[src/hw/rtl/spre_pkg.sv]
package spre_pkg;

  localparam int NODE_W          = 9;
  localparam int DIST_W          = 48;
  localparam int CFG_IDX_W       = 1;
  localparam int CFG_DATA_W      = 9;
  localparam int DEF_MAX_NODES   = 256;
  localparam int DEF_MAX_EDGES   = 1024;
  localparam int DEF_WEIGHT_BITS = 32;

  localparam logic [CFG_IDX_W-1:0] REG_NODE_COUNT  = 1'b0;
  localparam logic [CFG_IDX_W-1:0] REG_SOURCE_NODE = 1'b1;

  localparam logic FUNC_LOAD   = 1'b0;
  localparam logic FUNC_QUERY  = 1'b1;
  localparam logic KIND_STATUS = 1'b0;
  localparam logic KIND_QUERY  = 1'b1;

  localparam logic signed [DIST_W-1:0] DIST_MAX = {1'b0, {(DIST_W-1){1'b1}}};
  localparam logic signed [DIST_W-1:0] DIST_MIN = {1'b1, {(DIST_W-1){1'b0}}};

  typedef enum logic [2:0] {
    S_IDLE,
    S_QUERY,
    S_INIT,
    S_EDGE_RD,
    S_DIST_RD,
    S_RELAX,
    S_DONE
  } state_t;

  typedef struct packed {
    logic edge_wr;
    logic edge_rd;
    logic dist_rd;
    logic query_rd;
    logic init_run;
    logic relax_en;
    logic check;
    logic out_status;
    logic out_query;
  } cmd_t;

  typedef struct packed {
    logic relax_hit;
    logic out_free;
  } sts_t;

endpackage

[src/hw/rtl/spre_ctrl.sv]
module spre_ctrl
  import spre_pkg::*;
#(
  parameter int MAX_NODES = DEF_MAX_NODES,
  parameter int MAX_EDGES = DEF_MAX_EDGES
) (
  input  logic                        clk,
  input  logic                        rst_n,
  input  logic                        in_valid,
  output logic                        in_ready,
  input  logic                        in_func,
  input  logic                        in_last_edge,
  input  logic [$clog2(MAX_NODES+1)-1:0] round_lim,
  input  sts_t                        sts,
  output cmd_t                        cmd,
  output logic [((MAX_EDGES > 1) ? $clog2(MAX_EDGES) : 1)-1:0] edge_addr
);

  localparam int CNT_W   = $clog2(MAX_NODES + 1);
  localparam int ECNT_W  = $clog2(MAX_EDGES + 1);
  localparam int EDGE_AW = (MAX_EDGES > 1) ? $clog2(MAX_EDGES) : 1;

  state_t              state_r, state_nxt;
  logic [ECNT_W-1:0]   total_r, total_nxt;
  logic [ECNT_W-1:0]   k_r, k_nxt;
  logic [CNT_W-1:0]    r_r, r_nxt;
  logic                chk_r, chk_nxt;
  logic [ECNT_W-1:0]   k_inc;
  logic [CNT_W-1:0]    r_inc;
  logic                store_full;

  assign k_inc      = k_r + ECNT_W'(1);
  assign r_inc      = r_r + CNT_W'(1);
  assign store_full = (total_r == ECNT_W'(MAX_EDGES));

  assign edge_addr = (state_r == S_IDLE || state_r == S_QUERY) ?
                     total_r[EDGE_AW-1:0] : k_r[EDGE_AW-1:0];

  always_ff @(posedge clk) begin
    if (!rst_n) begin
      state_r <= S_IDLE;
      total_r <= '0;
      k_r     <= '0;
      r_r     <= '0;
      chk_r   <= 1'b0;
    end else begin
      state_r <= state_nxt;
      total_r <= total_nxt;
      k_r     <= k_nxt;
      r_r     <= r_nxt;
      chk_r   <= chk_nxt;
    end
  end

  always_comb begin
    state_nxt = state_r;
    total_nxt = total_r;
    k_nxt     = k_r;
    r_nxt     = r_r;
    chk_nxt   = chk_r;
    cmd       = '0;
    in_ready  = 1'b0;
    unique case (state_r)
      S_IDLE, S_QUERY: begin
        if (state_r == S_QUERY) begin
          // pending answer goes out as soon as the output register frees up
          in_ready      = sts.out_free;
          cmd.out_query = sts.out_free;
          if (sts.out_free) state_nxt = S_IDLE;
        end else begin
          in_ready = 1'b1;
        end
        if (in_valid && in_ready) begin
          if (in_func == FUNC_QUERY) begin
            cmd.query_rd = 1'b1;
            state_nxt    = S_QUERY;
          end else begin
            if (!store_full) begin
              cmd.edge_wr = 1'b1;
              total_nxt   = total_r + ECNT_W'(1);
            end
            if (in_last_edge) state_nxt = S_INIT;
          end
        end
      end
      S_INIT: begin
        cmd.init_run = 1'b1;
        k_nxt        = '0;
        r_nxt        = '0;
        chk_nxt      = 1'b0;
        state_nxt    = (total_r == '0) ? S_DONE : S_EDGE_RD;
      end
      S_EDGE_RD: begin
        cmd.edge_rd = 1'b1;
        state_nxt   = S_DIST_RD;
      end
      S_DIST_RD: begin
        cmd.dist_rd = 1'b1;
        state_nxt   = S_RELAX;
      end
      S_RELAX: begin
        cmd.relax_en = 1'b1;
        cmd.check    = chk_r;
        if (chk_r && sts.relax_hit) begin
          state_nxt = S_DONE;
        end else if (k_inc < total_r) begin
          k_nxt     = k_inc;
          state_nxt = S_EDGE_RD;
        end else if (chk_r) begin
          state_nxt = S_DONE;
        end else if (r_inc < round_lim) begin
          r_nxt     = r_inc;
          k_nxt     = '0;
          state_nxt = S_EDGE_RD;
        end else begin
          // all rounds done: one more sweep looking for a relaxable edge
          chk_nxt   = 1'b1;
          k_nxt     = '0;
          state_nxt = S_EDGE_RD;
        end
      end
      S_DONE: begin
        if (sts.out_free) begin
          cmd.out_status = 1'b1;
          total_nxt      = '0;
          state_nxt      = S_IDLE;
        end
      end
      default: state_nxt = S_IDLE;
    endcase
  end

  a_total_bound: assert property (@(posedge clk) disable iff (!rst_n)
    total_r <= ECNT_W'(MAX_EDGES))
    else $error("edge count beyond store depth");

  a_edge_in_range: assert property (@(posedge clk) disable iff (!rst_n)
    (state_r == S_EDGE_RD) |-> (k_r < total_r))
    else $error("edge read past stored edges");

  a_relax_order: assert property (@(posedge clk) disable iff (!rst_n)
    (state_r == S_RELAX) |-> ($past(state_r) == S_DIST_RD))
    else $error("relax step without distance read");

  a_done_clears: assert property (@(posedge clk) disable iff (!rst_n)
    (state_r == S_DONE && sts.out_free) |=> (total_r == '0 && state_r == S_IDLE))
    else $error("edge store not emptied after run");

endmodule

[config.mk]
export PLATFORM = sky130hd
export DESIGN_NAME = spre_ctrl
export DESIGN_NICKNAME = d
export VERILOG_FILES = /design/src/hw/rtl/spre_pkg.sv /design/src/hw/rtl/spre_ctrl.sv
export SDC_FILE = /design/constraint.sdc
export NUM_CORES = 1
export LEC_CHECK = 0
export BUFFER_PORTS_ARGS = -buffer_cell sky130_fd_sc_hd__buf_2
export CAP_MARGIN = 15
export CORE_ASPECT_RATIO = 1.75
export CORE_MARGIN = 2
export CORE_UTILIZATION = 40
export DETAILED_ROUTE_END_ITERATION = 10
export SYNTH_ARGS = -nofsm -noshare
export SYNTH_HDL_FRONTEND = slang
export SYNTH_SLANG_ARGS = --single-unit
[constraint.sdc]
create_clock -name clk -period 3.1 [get_ports clk]
set_clock_uncertainty 0.1 [all_clocks]
set_input_delay 0.155 -clock clk [delete_from_list [all_inputs] [get_ports clk]]
set_output_delay 0.155 -clock clk [all_outputs]
set_load 0.01 [all_outputs]
==> results of run 1 <==
==> worst paths after layout <==
check	from	to	slack, ns	depth (start not counted)
worst max-delay path	r_r[0]	r_r[5]	0.13	11
worst min register to register	k_r[9]	k_r[9]	0.37	1
worst max register to register	r_r[0]	r_r[5]	0.13	11
worst min-delay path	in_last_edge	state_r[1]	0.01	3
==> state kept, by name (all words and copies together), names as in the netlist <==
register,cells
chk_r,1
k_r,11
r_r,9
state_r,3
total_r,11
==> kinds of logic after synthesis <==
logic type	after synthesis
flops	35
fa+ha+maj	23
buf+inv	37
xor+xnor	23
compound gates	74
simple gates	112
mux	9
==> critical path, cell delays in order, from the launching register on <==
cell and delay [ns]:
dfxtp_2 0.34, ha_2 0.18, nand3_2 0.10, or2_2 0.36, nor2_4 0.14, xor2_2 0.22, ha_4 0.24, a211oi_2 0.19
o211ai_2 0.12, a211o_4 0.36, or3_4 0.36, o31ai_2 0.17
==> cell usage after synthesis (2+ instances only) <==
cell type   n
a211oi_1    3
nor3_1      4
o21a_1      2
and3_1      5
a211oi_2    3
xor2_1      6
and2_1      2
clkbuf_1    5
a211o_1     2
mux2_2      9
a21o_1      7
or2_2       2
ha_1       23
a31o_2      2
nand2_1    28
nand3_1    13
or2b_2      2
o211ai_2    2
a32o_1      7
o211ai_1    9
buf_2       2
buf_6       3
nor4_1      3
o31ai_2     2
nand2b_1    4
inv_1      24
nand4_1    15
dfxtp_1    35
nor2_1     23
a21oi_1    17
o21ai_0     6
a31oi_1     3
xnor2_1    17
==> stage by stage <==
stage / setup slack (ns) / hold WS, ns
after floorplan: 0.0962 / 0.200
after global routing: -0.00415 / 0.0283
after global placement: -0.0282 / 0.306
after CTS: 0.00601 / 0.0159
after detailed placement: -0.0306 / 0.302
final: 0.125 / 0.0118
==> metal layers <==
metal | vias to the layer above | routed length [um]
li1 | 1235 | -
met1 | 1168 | 2550
met2 | 44 | 3800
met3 | 16 | 181
met4 | 0 | 282
met5 | - | 0
==> layout by cell type (no fill, tap or decap), types with 3 or more instances in the layout <==
cell / instances
xor2_1: 5
nor2_1: 22
ha_1: 21
mux2_2: 9
nand2_1: 28
o211ai_1: 9
a211oi_2: 3
xnor2_1: 16
and3_1: 5
dfxtp_1: 30
buf_4: 19
o21ai_0: 6
a21o_1: 7
dfxtp_2: 5
clkbuf_16: 5
a211oi_1: 3
a31oi_1: 3
nor3_1: 4
nand3_1: 12
nand2b_1: 4
a21oi_1: 16
nand4_1: 15
a32o_1: 7
inv_1: 24
buf_2: 35
nor4_1: 3
==> where the power goes <==
group / internal (W) / switching (W)
combinational: 0.0000694 / 0.0000989
clock: 0.000313 / 0.000182
sequential: 0.000458 / 0.0000150
total: 0.000841 / 0.000296
==> timing repair <==
item	4_1_cts	5_1_grt
pin swaps	3	6
gates resized for setup	0	15
setup buffers	1	1
setup endpoints to repair	3	20
==> layout make-up <==
type | count | area (sq um)
fill | 662 | 3260
sequential | 35 | 707
multi-input combinational | 241 | 1810
tap | 82 | 103
clock buffer | 6 | 139
timing repair buffer | 55 | 329
clock inverter | 1 | 5.00
inverter | 25 | 95.1
==> summary.txt, run 1 <==
Worst hold path
  • Class of the worst hold path: in2reg

Critical path
  • Worst setup EP type: register
  • Crit path DAT: slightly above 3 ns
  • CP max FO: 6
  • Crit start category: register
  • Setup CP Type: reg2reg
  • CP required: 3.19 ns

Global routing
  • Antenna violations before repair: 0
  • Gr usage total: 0.193
  • Gr busiest metal: met2
  • Total gr overflow: 0
  • Vias in the first global route: 2,387
  • Met3 usage: 0.0264
  • GR Layer Usage met2: 0.359
  • First-pass GRT wire length: 10,900 um
  • Largest net degree at the start of global routing: 18
  • Global Route met1 Usage: 0.194

CTS
  • Post-CTS Hold Buffers: 0
  • CTS buffer count: 5
  • Reg clk slew, reported paths: approximately 0.060 ns
  • Max H-tree Level: 2
  • Clk_lat worst skew: 0.28 ns
  • Max Root-Sink Buffers: 2
  • Root Buffer: clkbuf_16
  • CTS tree: built
  • Clock Sinks: 35

Yosys
  • Mux contribution to synthesized area: 0.0385
  • Main synth FF type: dfxtp_1
  • Post-synth EDFFs: 0
  • Largest family of logic cells by synthesized area: simple AND/OR/NAND/NOR gates
  • Synthesized area: 2630 sq um
  • Cell count after synthesis: 313
  • Synth unique cells: 56
  • Post-Syn Nets: between 300 and 400
  • Synth Area in Simple Gates: 0.227
  • Xor and xnor area share after synthesis: 0.0766
  • Share of the synthesized area in the top cell type: 0.266
  • Yosys reg bits: 35
  • Post-synthesis compound-gate area fraction: 0.216
  • Synth area leaders: dfxtp_1 27%, ha_1 11%, xnor2_1 5.7%, nand2_1 4.0%, mux2_2 3.9%
  • Async SR Flop Fraction: 0
  • Syn avg cell area: 8.40 sq um
  • Synth warn: 0
  • Sequential area share after synthesis: 0.266
  • Post-synthesis adder-cell area fraction: 0.109
  • Yosys top cell by area: dfxtp_1

STA
  • Fin crit share: 0.960
  • Setup violators final: 0
  • Max-Slew Margin vs Limit: 0.650
  • Setup TNS: 0 ns
  • Hold Vio Cnt, Final: 0
  • Fin crit period: 2.97 ns
  • Slew Limit Fails: 0
  • Fmax: around 340 MHz
  • Worst Tran Pin Value: roughly 0.52 ns

Route
  • Pre-antenna DRT Iters: 4
  • Routed WL: 6810 um
  • Via count: 2,463
  • Residual DRC count: 0
  • Starting DRT DRC Count: between 100 and 150
  • Post-route ant nets: 0
  • Wire per inst: 15.3 um
  • Vias/cell: 5.53

Floorplan
  • Chip width: 65.3 um
  • Full die area: 7270 sq um
  • Die Ht: between 100 and 150 um
  • I/O pin total: 36
  • Row count: 39
  • Initial Utilization: 0.408
  • Core Box Area: ~6400 sq um

Place
  • Post-detail-place hpwl: 5400 um
  • Post-placement cell area: a little under 3000 sq um
  • Port bufs: 35
  • Placer Congestion: 0.835
  • Placed cells: 436

Finish
  • Layout Nets: 402
  • Fin area: ~3200 sq um
  • Finished Core Util: 0.494
  • Inserted Diodes: 0
  • Fraction of layout instances using a drive strength above 1: 0.300
  • P&R area growth vs syn: 21.1%
  • Fin cells: 445

Outcome
  • Status: complete, no violations

Power
  • LEAKAGE: between 1 and 1.5 nW
  • Total Power: around 0.0011 W
  • PD cells: 357 nW/um^2
  • Peak supply drop: 187 uV

Flow run
  • Max-cap violations: 0
No activity file was read; power rests on OpenSTA's default activity.
==> run 2, diff against run 1 <==
--- a/config.mk
+++ b/config.mk
@@ -9,7 +9,7 @@
 export CAP_MARGIN = 15
 export CORE_ASPECT_RATIO = 1.75
 export CORE_MARGIN = 2
-export CORE_UTILIZATION = 40
+export CORE_UTILIZATION = 23
 export DETAILED_ROUTE_END_ITERATION = 10
 export SYNTH_ARGS = -nofsm -noshare
 export SYNTH_HDL_FRONTEND = slang
==> constraint.sdc (replaced) <==
create_clock -name clk -period 3.1 [get_ports clk]
set_clock_uncertainty 0.1 [all_clocks]
set_input_delay 0.62 -clock clk [delete_from_list [all_inputs] [get_ports clk]]
set_output_delay 0.62 -clock clk [all_outputs]
set_load 0.01 [all_outputs]
==> summary.txt, run 2 (same netlist as run 1, synthesis figures left out) <==
STA
  • Fin crit share: 0.955 (-0.00445)
  • Hold Vio Cnt, Final: 0 (unchanged)
  • Fin crit period: 2.96 ns (-0.0138 ns)
  • Hold Slack: 0.365 ns (+0.353 ns)
  • Max-Slew Margin vs Limit: 0.697 (+0.0474)
  • Setup violators final: 0 (unchanged)
  • Slew Limit Fails: 0 (unchanged)
  • Worst Tran Pin Value: 0.454 ns (-0.0696 ns)
  • Final Worst Setup Slack: 0.139 ns (+0.0138 ns)
  • Fmax: 338 MHz (+0.47%)

Critical path
  • CP max FO: 8 (+2)
  • Crit-path cells: ha_1, nand3_1, or2_4, nor2_2, xor2_2, ha_4, a211oi_2, o211ai_2, a211o_4, or3_4, o31ai_2
  • Crit path DAT: 3.05 ns (-0.02 ns)
  • Worst reg2reg path startpoint: r_r[1]
  • Worst setup EP type: register
  • Crit start category: register
  • CP Launch Point: r_r[1]
  • FF-to-FF path depth: 11 (unchanged)
  • CP required: 3.19 ns (about the same)
  • Crit-path slowest cell: a211o_4
  • Reg2Reg Setup Slack: 0.14 ns (about the same)
  • Slowest cell delay on critical path: 0.36 ns (about the same)
  • Setup CP Type: reg2reg
  • Worst setup endpoint: r_r[5]
  • End of the worst register-to-register path: r_r[5]

Route
  • Pre-antenna DRT Iters: 4 (unchanged)
  • Residual DRC count: 0 (unchanged)
  • Wire per inst: 14.3 um (-6.3%)
  • Post-route ant nets: 0 (unchanged)
  • Starting DRT DRC Count: 83 (-25%)
  • Vias/cell: 5.03 (-9.0%)
  • Routed WL: 7070 um (+3.8%)
  • Via count: 2,482 (+0.77%)

Floorplan
  • Core Box Area: 11,200 sq um (+73%)
  • Row count: 51 (+31%)
  • Full die area: 12,300 sq um (+70%)
  • Die Ht: 145 um (+31%)
  • I/O pin total: 36 (unchanged)
  • Chip width: 84.8 um (+30%)
  • Initial Utilization: 0.236 (-0.173)

Place
  • Pre-CTS setup slack: -0.0154 ns (+0.0151 ns)
  • Post-placement cell area: 3020 sq um (+1.9%)
  • Port bufs: 35 (unchanged)
  • Placer Congestion: 0.897 (+7.4%)
  • Post-detail-place hpwl: 5710 um (+5.7%)
  • Placed cells: 485 (+11%)

Global routing
  • Total gr overflow: 0 (unchanged)
  • Gr usage total: 0.116 (-0.0762)
  • Largest net degree at the start of global routing: 18 (unchanged)
  • Antenna violations before repair: 0 (unchanged)
  • First-pass GRT wire length: 11,700 um (+7.2%)
  • Vias in the first global route: 2,540 (+6.4%)

Power
  • Peak supply drop: 198 uV (+5.6%)
  • Total Power: 0.00113 W (-1.0%)
  • LEAKAGE: 1.45 nW (-0.69%)
  • PD cells: 350 nW/um^2 (-1.9%)

Finish
  • Commonest cells after routing, fill and taps aside: 35 x dfxtp_1, 35 x buf_2, 28 x nand2_1
  • Fraction of layout instances using a drive strength above 1: 0.271 (-0.0288)
  • Top Registers: k_r: 11 flops, total_r: 11 flops, r_r: 9 flops
  • Fin area: 3210 sq um (+0.94%)
  • Fin cells: 493 (+11%)
  • Inserted Diodes: 0 (unchanged)
  • P&R area growth vs syn: 22.2%
  • Layout Nets: 399 (-0.75%)

CTS
  • CTS tree: built
  • Clock Sinks: 35 (unchanged)
  • Clk_lat worst skew: 0.28 ns (about the same)
  • Max H-tree Level: 2 (unchanged)
  • Max Root-Sink Buffers: 2 (unchanged)
  • CTS buffer count: 5 (unchanged)
  • Root Buffer: clkbuf_16
  • Reg clk slew, reported paths: 0.05 ns (about the same)

Worst hold path
  • Class of the worst hold path: reg2reg

Outcome
  • Status: complete, no violations

Flow run
  • Max-cap violations: 0 (unchanged)
## run 2: where the power goes
part	internal, W	switching (W)	total (W)
Combinational	0.0000716	0.000102	0.000173
Sequential	0.000458	0.0000146	0.000473
Clock	0.000297	0.000182	0.000479
## run 2: worst min path at each step
stage | from | endpoint | slack, ns | cells past startpoint
2_1_floorplan | k_r[9] | k_r[9] | 0.34 | 1
3_3_place_gp | k_r[9] | k_r[9] | 0.35 | 1
3_5_place_dp | k_r[9] | k_r[9] | 0.36 | 1
4_1_cts | k_r[9] | k_r[9] | 0.37 | 1
5_1_grt | k_r[9] | k_r[9] | 0.39 | 1
6_report | k_r[9] | k_r[9] | 0.36 | 1
## run 2: layout make-up
| cell class | count | area, sq um |
|---|---|---|
| clock buffer | 7 | 133 |
| inverter | 25 | 95.1 |
| sequential | 35 | 701 |
| timing repair buffer | 52 | 303 |
| fill | 1165 | 7950 |
| tap | 132 | 165 |
| multi-input combinational | 241 | 1810 |
| clock inverter | 1 | 5.00 |
## run 2: layer usage
| layer | global-route usage | wire length, um | vias up |
|---|---|---|---|
| li1 | - | - | 1231 |
| met1 | 0.109 | 2600 | 1173 |
| met2 | 0.230 | 3990 | 59 |
| met3 | 0.0147 | 194 | 19 |
| met4 | 0.0683 | 290 | 0 |
| met5 | 0 | 0 | - |
## run 2: repair_timing
| item | 4_1_cts | 5_1_grt |
|---|---|---|
| cloned | 0 | 0 |
| gates resized for setup | 1 | 8 |
| hold buffers | 0 | 0 |
| endpoints found under the hold margin | 0 | 0 |
| buffers inserted | 0 | 0 |
| pin swaps | 2 | 3 |
| endpoints found under the setup margin | 2 | 21 |
## run 2: per-stage QoR
step | util | TNS [ns]
2_1_floorplan | - | 0
3_3_place_gp | 0.270 | 0
3_5_place_dp | 0.270 | -0.0154
4_1_cts | 0.283 | 0
5_1_grt | 0.288 | -0.0200
6_report | 0.288 | 0
## run 2: worst max-delay path, delay by kind of cell, from the launching register on
| kind | cells | cell delay (ns) |
|---|---|---|
| adder cells (fa/ha/maj) | 2 | 0.42 |
| AO/OA/AOI/OAI | 4 | 0.86 |
| XOR/XNOR | 1 | 0.22 |
| flip-flops | 1 | 0.34 |
| AND/OR/NAND/NOR | 4 | 0.94 |
